**config.mk**
```make
export PLATFORM = sky130hd
export DESIGN_NAME = wmf_embedded_emf_extractor_top
export DESIGN_NICKNAME = d
export VERILOG_FILES = /design/src/rtl/wmfx_pkg.sv /design/src/rtl/wmf_embedded_emf_extractor_top.sv /design/src/rtl/wmfx_parser.sv /design/src/rtl/wmfx_ofifo.sv
export VERILOG_INCLUDE_DIRS = /design/src /design/src/rtl
export SDC_FILE = /design/constraint.sdc
export NUM_CORES = 2
export LEC_CHECK = 0
export ABC_CLOCK_PERIOD_IN_PS = 14100
export BUFFER_PORTS_ARGS = -buffer_cell sky130_fd_sc_hd__buf_2
export CAP_MARGIN = 20
export CORE_MARGIN = 5
export CORE_UTILIZATION = 50
export CTS_CLUSTER_SIZE = 20
export DETAILED_ROUTE_END_ITERATION = 12
export HOLD_SLACK_MARGIN = 0.05
export PLACE_DENSITY = 0.69
export REMOVE_ABC_BUFFERS = 1
export SYNTH_ARGS = -nofsm -noshare
export SYNTH_HDL_FRONTEND = slang
export SYNTH_HIERARCHICAL = 1
export SYNTH_SLANG_ARGS = --single-unit
```
**constraint.sdc**
```tcl
create_clock -name clk_i -period 14.1 [get_ports clk_i]
set_clock_uncertainty 0.05 [all_clocks]
set_input_delay 2.82 -clock clk_i [delete_from_list [all_inputs] [get_ports clk_i]]
set_output_delay 2.82 -clock clk_i [all_outputs]
set_load 0.01 [all_outputs]
```
**src/rtl/assert_macros.svh**
```systemverilog
// Assertion macros shared by the extractor RTL.
// Included by the top level; compiles to nothing under SYNTHESIS.
`ifndef ASSERT_MACROS_SVH
`define ASSERT_MACROS_SVH
`ifndef SYNTHESIS
`define WMFX_ASSERT(lbl, clk, rstn, prop) \
  lbl: assert property (@(posedge clk) disable iff (!rstn) (prop)) \
    else $error("assertion failed");
`define WMFX_ASSERT_IMPL(lbl, clk, rstn, ante, cons) \
  lbl: assert property (@(posedge clk) disable iff (!rstn) (ante) |-> (cons)) \
    else $error("assertion failed");
`else
`define WMFX_ASSERT(lbl, clk, rstn, prop)
`define WMFX_ASSERT_IMPL(lbl, clk, rstn, ante, cons)
`endif
`endif

```
**src/rtl/wmfx_pkg.sv**
```systemverilog
// Types and constants for the WMF embedded-EMF extractor.
// No dependencies.
package wmfx_pkg;

  localparam logic [31:0] PLACEABLE_KEY = 32'h9AC6CDD7;
  localparam logic [31:0] WMFC_ID       = 32'h43464D57;
  localparam logic [15:0] FN_ESCAPE     = 16'h0626;
  localparam logic [15:0] ESC_EMF       = 16'h000F;
  localparam logic [31:0] EMF_SIG       = 32'h464D4520;
  localparam int unsigned CMT_HDR       = 34;
  localparam int unsigned EMF_MIN       = 52;
  localparam int unsigned PLACEABLE_LEN = 22;
  localparam int unsigned STD_HDR_LEN   = 18;
  localparam logic [15:0] WMF_VERSION   = 16'd9;

  localparam logic [1:0] PH_HEADER  = 2'd0;
  localparam logic [1:0] PH_RECORDS = 2'd1;
  localparam logic [1:0] PH_STOPPED = 2'd2;
  localparam logic [1:0] PH_FAILED  = 2'd3;

  localparam logic [2:0] ST_OK        = 3'd0;
  localparam logic [2:0] ST_BAD_HDR   = 3'd1;
  localparam logic [2:0] ST_BAD_REC   = 3'd2;
  localparam logic [2:0] ST_BAD_CMT   = 3'd3;
  localparam logic [2:0] ST_CHUNK     = 3'd4;
  localparam logic [2:0] ST_FINAL     = 3'd5;

  typedef struct packed {
    logic [2:0] status;
    logic       done_res;
    logic       payload_valid;
    logic [7:0] payload_byte;
  } item_t;

  typedef struct packed {
    logic [1:0] cnt;
    item_t      first;
    item_t      second;
  } push_t;

endpackage

```
**src/rtl/wmf_embedded_emf_extractor_top.sv**
```systemverilog
// Top level of the WMF embedded-EMF extractor: parser plus result queue.
// Depends on wmfx_pkg, wmfx_parser, wmfx_ofifo and assert_macros.svh.
//
// Takes one WMF byte per cycle while the queue has room and streams out the EMF
// payload of the enhanced-metafile escape records, followed by one status
// transfer (tlast) after the byte marked tlast. The parser sees the byte in
// the cycle it is taken and writes its results straight into a four-entry
// queue. Input is taken whenever the queue holds at most two transfers, so
// with a free-running output the block sustains one byte per clock. A nonzero
// status means the payload must be discarded.
`include "assert_macros.svh"
module wmf_embedded_emf_extractor_top #(
  parameter int COUNT_BITS = 32
) (
  input  logic        clk_i,
  input  logic        rst_ni,
  input  logic        s_axis_tvalid,
  output logic        s_axis_tready,
  input  logic [7:0]  s_axis_tdata,   // [7:0] data_byte
  input  logic        s_axis_tlast,   // last_byte
  output logic        m_axis_tvalid,
  input  logic        m_axis_tready,
  output logic [15:0] m_axis_tdata,   // [7:0] payload_byte, [10:8] status, rest zero
  output logic        m_axis_tuser,   // payload_valid
  output logic        m_axis_tlast    // done_res
);
  import wmfx_pkg::*;

  push_t      push;
  item_t      head;
  logic [2:0] count;
  logic       take;

  assign s_axis_tready = (count <= 3'd2);
  assign take          = s_axis_tvalid && s_axis_tready;

  wmfx_parser #(.COUNT_BITS(COUNT_BITS)) u_parser (
    .clk_i       (clk_i),
    .rst_ni      (rst_ni),
    .take_i      (take),
    .data_byte_i (s_axis_tdata),
    .last_byte_i (s_axis_tlast),
    .push_o      (push)
  );

  wmfx_ofifo u_ofifo (
    .clk_i   (clk_i),
    .rst_ni  (rst_ni),
    .push_i  (push),
    .pop_i   (m_axis_tready),
    .head_o  (head),
    .count_o (count)
  );

  assign m_axis_tvalid = (count != 3'd0);
  assign m_axis_tdata  = {5'd0, head.status, head.payload_byte};
  assign m_axis_tuser  = head.payload_valid;
  assign m_axis_tlast  = head.done_res;

  `WMFX_ASSERT(a_count_bound, clk_i, rst_ni, count <= 3'd4)
  `WMFX_ASSERT_IMPL(a_no_push_idle, clk_i, rst_ni, !take, push.cnt == 2'd0)
  `WMFX_ASSERT_IMPL(a_status_kind, clk_i, rst_ni, m_axis_tvalid && m_axis_tlast,
                    !m_axis_tuser)
  `WMFX_ASSERT_IMPL(a_payload_ok, clk_i, rst_ni, m_axis_tvalid && m_axis_tuser,
                    head.status == ST_OK)

endmodule

```
**src/rtl/wmfx_parser.sv**
```systemverilog
// Record walker: state registers plus the per-byte update logic.
// Depends on wmfx_pkg.
module wmfx_parser #(
  parameter int COUNT_BITS = 32
) (
  input  logic             clk_i,
  input  logic             rst_ni,
  input  logic             take_i,
  input  logic [7:0]       data_byte_i,
  input  logic             last_byte_i,
  output wmfx_pkg::push_t  push_o
);
  import wmfx_pkg::*;

  localparam logic [COUNT_BITS-1:0] CMAX = {COUNT_BITS{1'b1}};

  logic [5:0]            sp_q, sp_d;
  logic                  pf_q, pf_d;
  logic [31:0]           rp_q, rp_d;
  logic [32:0]           len_q, len_d;
  logic [15:0]           fn_q, fn_d;
  logic [31:0]           fa_q, fa_d;
  logic [15:0]           cf0_q, cf0_d;
  logic [31:0]           cf1_q, cf1_d, cf2_q, cf2_d, cf3_q, cf3_d;
  logic [31:0]           ech_q, ech_d, esz_q, esz_d;
  logic [COUNT_BITS-1:0] cs_q, cs_d, be_q, be_d;
  logic [31:0]           sg0_q, sg0_d, sg1_q, sg1_d, sg2_q, sg2_d;
  logic [1:0]            ph_q, ph_d;
  logic                  ic_q, ic_d;
  logic [2:0]            fc_q, fc_d;

  logic [5:0]  hdr;
  logic [15:0] hi;
  logic [32:0] r33, avail, es33, be33, cs33;
  logic        emit;
  logic [2:0]  st;
  item_t       pay, stat;

  always_comb begin
    sp_d = sp_q; pf_d = pf_q; rp_d = rp_q; len_d = len_q; fn_d = fn_q; fa_d = fa_q;
    cf0_d = cf0_q; cf1_d = cf1_q; cf2_d = cf2_q; cf3_d = cf3_q;
    ech_d = ech_q; esz_d = esz_q; cs_d = cs_q; be_d = be_q;
    sg0_d = sg0_q; sg1_d = sg1_q; sg2_d = sg2_q;
    ph_d = ph_q; ic_d = ic_q; fc_d = fc_q;
    emit = 1'b0; hdr = '0; hi = '0; r33 = '0; avail = '0; es33 = '0;
    be33 = '0; cs33 = '0; st = ST_OK;

    if (ph_q == PH_HEADER || ph_q == PH_RECORDS) begin
      fa_d = {data_byte_i, fa_q[31:8]};
    end
    hi = fa_d[31:16];

    if (ph_q == PH_HEADER) begin
      if (sp_q == 6'd3) begin
        pf_d = (fa_d == PLACEABLE_KEY);
      end
      hdr = pf_d ? 6'(PLACEABLE_LEN) : 6'd0;
      if (sp_q == hdr + 6'd3 && hi != WMF_VERSION) begin
        ph_d = PH_FAILED; fc_d = ST_BAD_HDR;
      end else if (sp_q == hdr + 6'(STD_HDR_LEN - 1)) begin
        ph_d = PH_RECORDS; rp_d = '0; ic_d = 1'b0;
      end
      if (sp_q != 6'h3F) sp_d = sp_q + 6'd1;
    end else if (ph_q == PH_RECORDS) begin
      r33 = {1'b0, rp_q};
      if (rp_q == 32'd3) begin
        len_d = {fa_d, 1'b0};
      end else if (rp_q == 32'd5) begin
        fn_d = hi;
        if (len_q < 33'd6) begin
          ph_d = PH_FAILED; fc_d = ST_BAD_REC;
        end
      end else if (rp_q == 32'd7) begin
        ic_d = (fn_q == FN_ESCAPE) && (len_q >= 33'(10 + CMT_HDR)) && (hi == ESC_EMF);
      end else if (ic_q) begin
        if (rp_q == 32'd9) begin
          cf0_d = hi;
          if (hi < 16'(CMT_HDR) || ({17'd0, hi} + 33'd10) > len_q) begin
            ph_d = PH_FAILED; fc_d = ST_BAD_CMT;
          end
        end else if (rp_q == 32'd13) begin
          if (fa_d != WMFC_ID) begin
            ph_d = PH_FAILED; fc_d = ST_BAD_CMT;
          end
        end else if (rp_q == 32'd17) begin
          if (fa_d != 32'd1) begin
            ph_d = PH_FAILED; fc_d = ST_BAD_CMT;
          end
        end else if (rp_q == 32'd31) begin
          cf1_d = fa_d;
        end else if (rp_q == 32'd35) begin
          cf2_d = fa_d;
        end else if (rp_q == 32'd39) begin
          cf3_d = fa_d;
        end else if (rp_q == 32'd43) begin
          if (({1'b0, cf2_q} + 33'(CMT_HDR)) > {17'd0, cf0_q} || fa_d < cf3_q) begin
            ph_d = PH_FAILED; fc_d = ST_BAD_CMT;
          end else if (cs_q != '0 && (cf1_q != ech_q || fa_d != esz_q)) begin
            ph_d = PH_FAILED; fc_d = ST_CHUNK;
          end else begin
            if (cs_q == '0) begin
              ech_d = cf1_q; esz_d = fa_d;
            end
            es33 = {1'b0, esz_d};
            be33 = 33'(be_q);
            avail = (es33 >= be33) ? es33 - be33 : '0;
            if ({1'b0, cf2_q} > avail || ({1'b0, cf3_q} + {1'b0, cf2_q}) != avail) begin
              ph_d = PH_FAILED; fc_d = ST_CHUNK;
            end else if (cs_q != CMAX) begin
              cs_d = cs_q + COUNT_BITS'(1);
            end
          end
        end else if (rp_q >= 32'd44 && r33 < ({1'b0, cf2_q} + 33'd44)) begin
          emit = 1'b1;
          if (be_q < COUNT_BITS'(4)) begin
            sg0_d = sg0_q | (32'(data_byte_i) << {be_q[1:0], 3'b000});
          end else if (be_q >= COUNT_BITS'(40) && be_q < COUNT_BITS'(44)) begin
            sg1_d = sg1_q | (32'(data_byte_i) << {be_q[1:0], 3'b000});
          end else if (be_q >= COUNT_BITS'(48) && be_q < COUNT_BITS'(52)) begin
            sg2_d = sg2_q | (32'(data_byte_i) << {be_q[1:0], 3'b000});
          end
          if (be_q != CMAX) be_d = be_q + COUNT_BITS'(1);
        end
      end
      if (ph_d == PH_RECORDS) begin
        if (rp_q >= 32'd5 && (r33 + 33'd1) == len_d) begin
          if (fn_d == 16'd0) begin
            ph_d = PH_STOPPED;
          end else begin
            rp_d = '0; ic_d = 1'b0;
          end
        end else if (rp_q != 32'hFFFF_FFFF) begin
          rp_d = rp_q + 32'd1;
        end
      end
    end

    cs33 = 33'(cs_d);
    be33 = 33'(be_d);
    if (ph_d == PH_FAILED) begin
      st = fc_d;
    end else if (ph_d == PH_HEADER) begin
      st = ST_BAD_HDR;
    end else if (ph_d == PH_RECORDS && rp_d >= 32'd6) begin
      st = ST_BAD_REC;
    end else if (cs_d == '0 || cs33 != {1'b0, ech_d} || be33 != {1'b0, esz_d}
                 || be33 < 33'(EMF_MIN) || sg0_d != 32'd1 || sg1_d != EMF_SIG
                 || {1'b0, sg2_d} != be33) begin
      st = ST_FINAL;
    end

    pay  = '{status: ST_OK, done_res: 1'b0, payload_valid: 1'b1, payload_byte: data_byte_i};
    stat = '{status: st, done_res: 1'b1, payload_valid: 1'b0, payload_byte: 8'd0};
    push_o.cnt    = 2'(emit) + 2'(last_byte_i);
    push_o.first  = emit ? pay : stat;
    push_o.second = stat;
    if (!take_i) push_o.cnt = 2'd0;
  end

  always_ff @(posedge clk_i or negedge rst_ni) begin
    if (!rst_ni) begin
      sp_q <= '0; pf_q <= 1'b0; rp_q <= '0; len_q <= '0; fn_q <= '0; fa_q <= '0;
      cf0_q <= '0; cf1_q <= '0; cf2_q <= '0; cf3_q <= '0;
      ech_q <= '0; esz_q <= '0; cs_q <= '0; be_q <= '0;
      sg0_q <= '0; sg1_q <= '0; sg2_q <= '0; ic_q <= 1'b0; fc_q <= ST_OK;
      ph_q <= PH_HEADER;
    end else if (take_i) begin
      if (last_byte_i) begin
        sp_q <= '0; pf_q <= 1'b0; rp_q <= '0; len_q <= '0; fn_q <= '0; fa_q <= '0;
        cf0_q <= '0; cf1_q <= '0; cf2_q <= '0; cf3_q <= '0;
        ech_q <= '0; esz_q <= '0; cs_q <= '0; be_q <= '0;
        sg0_q <= '0; sg1_q <= '0; sg2_q <= '0; ic_q <= 1'b0; fc_q <= ST_OK;
        ph_q <= PH_HEADER;
      end else begin
        sp_q <= sp_d; pf_q <= pf_d; rp_q <= rp_d; len_q <= len_d; fn_q <= fn_d;
        fa_q <= fa_d; cf0_q <= cf0_d; cf1_q <= cf1_d; cf2_q <= cf2_d; cf3_q <= cf3_d;
        ech_q <= ech_d; esz_q <= esz_d; cs_q <= cs_d; be_q <= be_d;
        sg0_q <= sg0_d; sg1_q <= sg1_d; sg2_q <= sg2_d; ic_q <= ic_d; fc_q <= fc_d;
        ph_q <= ph_d;
      end
    end
  end

endmodule

```
**src/rtl/wmfx_ofifo.sv**
```systemverilog
// Four-entry result queue with a two-item write port.
// Depends on wmfx_pkg.
module wmfx_ofifo (
  input  logic            clk_i,
  input  logic            rst_ni,
  input  wmfx_pkg::push_t push_i,
  input  logic            pop_i,
  output wmfx_pkg::item_t head_o,
  output logic [2:0]      count_o
);
  import wmfx_pkg::*;

  item_t      mem_q [4];
  logic [1:0] wp_q, rp_q;
  logic [2:0] cnt_q;
  logic       pop;

  assign pop     = pop_i && (cnt_q != 3'd0);
  assign head_o  = mem_q[rp_q];
  assign count_o = cnt_q;

  always_ff @(posedge clk_i) begin
    if (push_i.cnt != 2'd0) mem_q[wp_q] <= push_i.first;
    if (push_i.cnt == 2'd2) mem_q[wp_q + 2'd1] <= push_i.second;
  end

  always_ff @(posedge clk_i or negedge rst_ni) begin
    if (!rst_ni) begin
      wp_q <= '0; rp_q <= '0; cnt_q <= '0;
    end else begin
      wp_q  <= wp_q + push_i.cnt;
      rp_q  <= rp_q + 2'(pop);
      cnt_q <= cnt_q + 3'(push_i.cnt) - 3'(pop);
    end
  end

endmodule
```
==> impl_metrics.ini <==
[pwr]
leakagePower_uw = 0.0190
p_total_uw = 8680
power_density_nw_per_um2 = 197
ir_drop_mv = 0.273

[run]
drv_cap = 0

[cts]
hold_buffers = 0
postCtsResizedCells = 0
htreeDepth = 2
cts_setup_buffers = 0
cts_tree = yes
clk_pin_slew_ps = 60
clock_path_buffers = 3
cts-root-buf = clkbuf_16
clock-sinks = 521
clk_latency_ps = 650
cts_made_buffers = 59

[die]
initial_core_util_pct = 50.2
fp.dieH_um = 296
core_area_um2 = 81700
pin_count = 33
die_x_um = 296
row_count = 105
dieArea_um2 = 87800

[global_route]
overflow = 0
grt_usage_pct = 35.4
grt_pass1_wl_mm = 238
grt_pass1_vias = 36215
grt_max_degree = 163
antenna_found_initial = 5

[yosys]
seq_area_frac_synth_pct = 32.4
synth_area_um2 = 41000
ys_seq_elements = 521
yosys.area.top_type = dfrtp_1
synthArstFlopShare_pct = 90.0
ys_top_cells_by_area = dfrtp_1 (29%), ha_1 (6.3%), xnor2_1 (4.6%), o21ai_0 (4.5%), nand2_1 (4.4%)
yosysUniqueCellTypes = 110
synth_edf_count = 52
synth_ff_type = dfrtp_1
synth_top_area_share_pct = 28.6
synthCells = 4829
yosysWarnings = 6
syn_avg_cell_area_um2 = 8.49

[finish]
layout-drive-gt1-share_pct = 10.3
multiInputGateArea_um2 = 25700
regArea_um2 = 13300
area_growth_syn_to_layout_pct = 7.75
fin_nets = 4933
largest_reg_flops = 52
final_cells = 5832
top_register = u_ofifo/mem_q
final_common_cell = nand2_1
reg_top3 = u_ofifo/mem_q x52, u_parser/len_q x33
nFillCells = 7612
final_cell_mix = nand2_1 (478), dfrtp_1 (468), o21ai_0 (366)

[worst_setup_path]
end_kind = flop
max_stage_delay_ps = 750
critPathKind = reg2reg
cp_data_required_time_ps = 14430
slowest_stage = o41ai_4
worst_setup_path_start_kind = flop
arrival_ps = 12100
path_max_fanout = 43

[detailed_routing]
wl_mm = 161
drc = 0
wl_per_cell_um = 27.6
first_pass_iters = 6
dr.first_iter.drc_count = 5546
vias = 39733
drt-vias-per-instance = 6.81
detail-route-antenna-nets = 0

[timing]
slew_viol_final = 0
setup_viol_count_final = 0
rsz0062_at_grt = false
tns_ps = 0
worst_hold_slack_ps = 425
setup_slack_ps = 2340
relSlewSlack_pct = 16.5
max_freq_ghz = 0.0850
tightest_slew_ps = 1240
post-route-min-period_ps = 11760
timing.final.crit_share_pct = 83.4
hold_viol_final = 0

[placed_design]
place_congestion = 1.04
port_buffers = 27
dp_hpwl_mm = 121
dp.cells = 5712
dpl_worst_slack_ps = 1900

[outcome]
status = completed

[hold_path]
worstHoldPathType = reg2reg
[where the power goes]
part           total, uW  switching, uW  leakage, uW  internal (uW)
registers           2120            409      0.00690           1710
logic               4900           3150       0.0111           1740
clock network       1670            698      0.00102            972
total               8680           4260       0.0190           4420
[cell usage after synthesis, types with 14 or more instances]
library cell / n
a2111oi_0: 18
a211oi_1: 30
a21o_1: 41
a21oi_1: 260
a22o_1: 84
a31oi_1: 82
and2_1: 45
and3_1: 73
and4_1: 24
buf_1: 14
buf_2: 40
buf_4: 19
clkbuf_1: 234
dfrtp_1: 469
edfxtp_1: 52
ha_1: 207
inv_1: 202
mux2_2: 137
mux2i_1: 81
nand2_1: 479
nand2b_1: 44
nand3_1: 135
nand4_1: 131
nor2_1: 371
nor2b_1: 29
nor3_1: 120
nor4_1: 116
o2111ai_1: 17
o211ai_1: 31
o21a_1: 24
o21ai_0: 367
o21bai_1: 25
o22ai_1: 32
o2bb2ai_1: 38
o31ai_1: 47
or2_2: 21
or3_1: 36
or4_1: 31
xnor2_1: 216
xor2_1: 108
[layer usage]
| layer | track usage [%] | share of wire (%) | routed length, um | vias to the layer above |
|---|---|---|---|---|
| met5 | 0 | 0.031 | 50 | - |
| li1 | - | - | - | 17525 |
| met3 | 9.33 | 12 | 19800 | 455 |
| met4 | 15.0 | 5.5 | 8900 | 6 |
| met2 | 52.3 | 42 | 67300 | 2509 |
| met1 | 49.5 | 40 | 64700 | 19238 |
[area by class of cell]
| class | instances | share of cell area (%) |
|---|---|---|
| clock buffer | 80 | 3.91 |
| tap | 1070 | 3.03 |
| multi-input combinational | 3797 | 58.2 |
| sequential | 521 | 30.1 |
| timing repair buffer | 127 | 2.20 |
| clock inverter | 30 | 0.819 |
| inverter | 204 | 1.73 |
| antenna | 3 | 0.0170 |
[worst max-delay path: cells and delay by family (launching register included)]
| family | cells | cell delay, ps |
|---|---|---|
| DFF | 1 | 480 |
| and+or+nand+nor | 13 | 4490 |
| muxes | 1 | 340 |
| buffers and inverters | 4 | 1120 |
| AOI/OAI and AO/OA | 15 | 4050 |
| adders and majority gates | 3 | 930 |
[stage by stage]
| stage | instance area [um2] | util (%) |
|---|---|---|
| after floorplan | 39600 | - |
| after global placement | 41900 | 51.3 |
| after detailed placement | 42000 | 51.4 |
| after CTS | 44100 | 53.9 |
| after global routing | 44200 | 54.0 |
| final | 44200 | 54.0 |
[cells by family after synthesis]
group           after synthesis  share of synthesized area, %
compound gates             1270                          20.2
xor+xnor                    329                          7.20
fa+ha+maj                   210                          6.47
buf+inv                     523                          5.29
flops                       521                          32.4
mux                         260                          7.53
other cells                   3                        0.0275
simple gates               1713                          20.9
[path summary, 6_finish.rpt]
kind                                                  end  slack, ps  cells after the start                      startpoint
setup / recovery           u_ofifo/mem_q[2][11]$_DFFE_PP_       2340                     36    u_parser/cs_q[0]$_DFFE_PN0P_
hold / removal             u_parser/sg1_q[14]$_DFFE_PN0P_        420                      2  u_parser/sg1_q[14]$_DFFE_PN0P_
setup reg to reg           u_ofifo/mem_q[2][11]$_DFFE_PP_       2340                     36    u_parser/cs_q[0]$_DFFE_PN0P_
hold reg to reg            u_parser/sg1_q[14]$_DFFE_PN0P_        420                      2  u_parser/sg1_q[14]$_DFFE_PN0P_
max in group asynchronous  u_parser/cf0_q[14]$_DFFE_PN0P_      10270                      2                          rst_ni
min in group asynchronous       u_ofifo/rp_q[1]$_DFF_PN0_       2170                      1                          rst_ni
(Power assumes the default switching activity.)
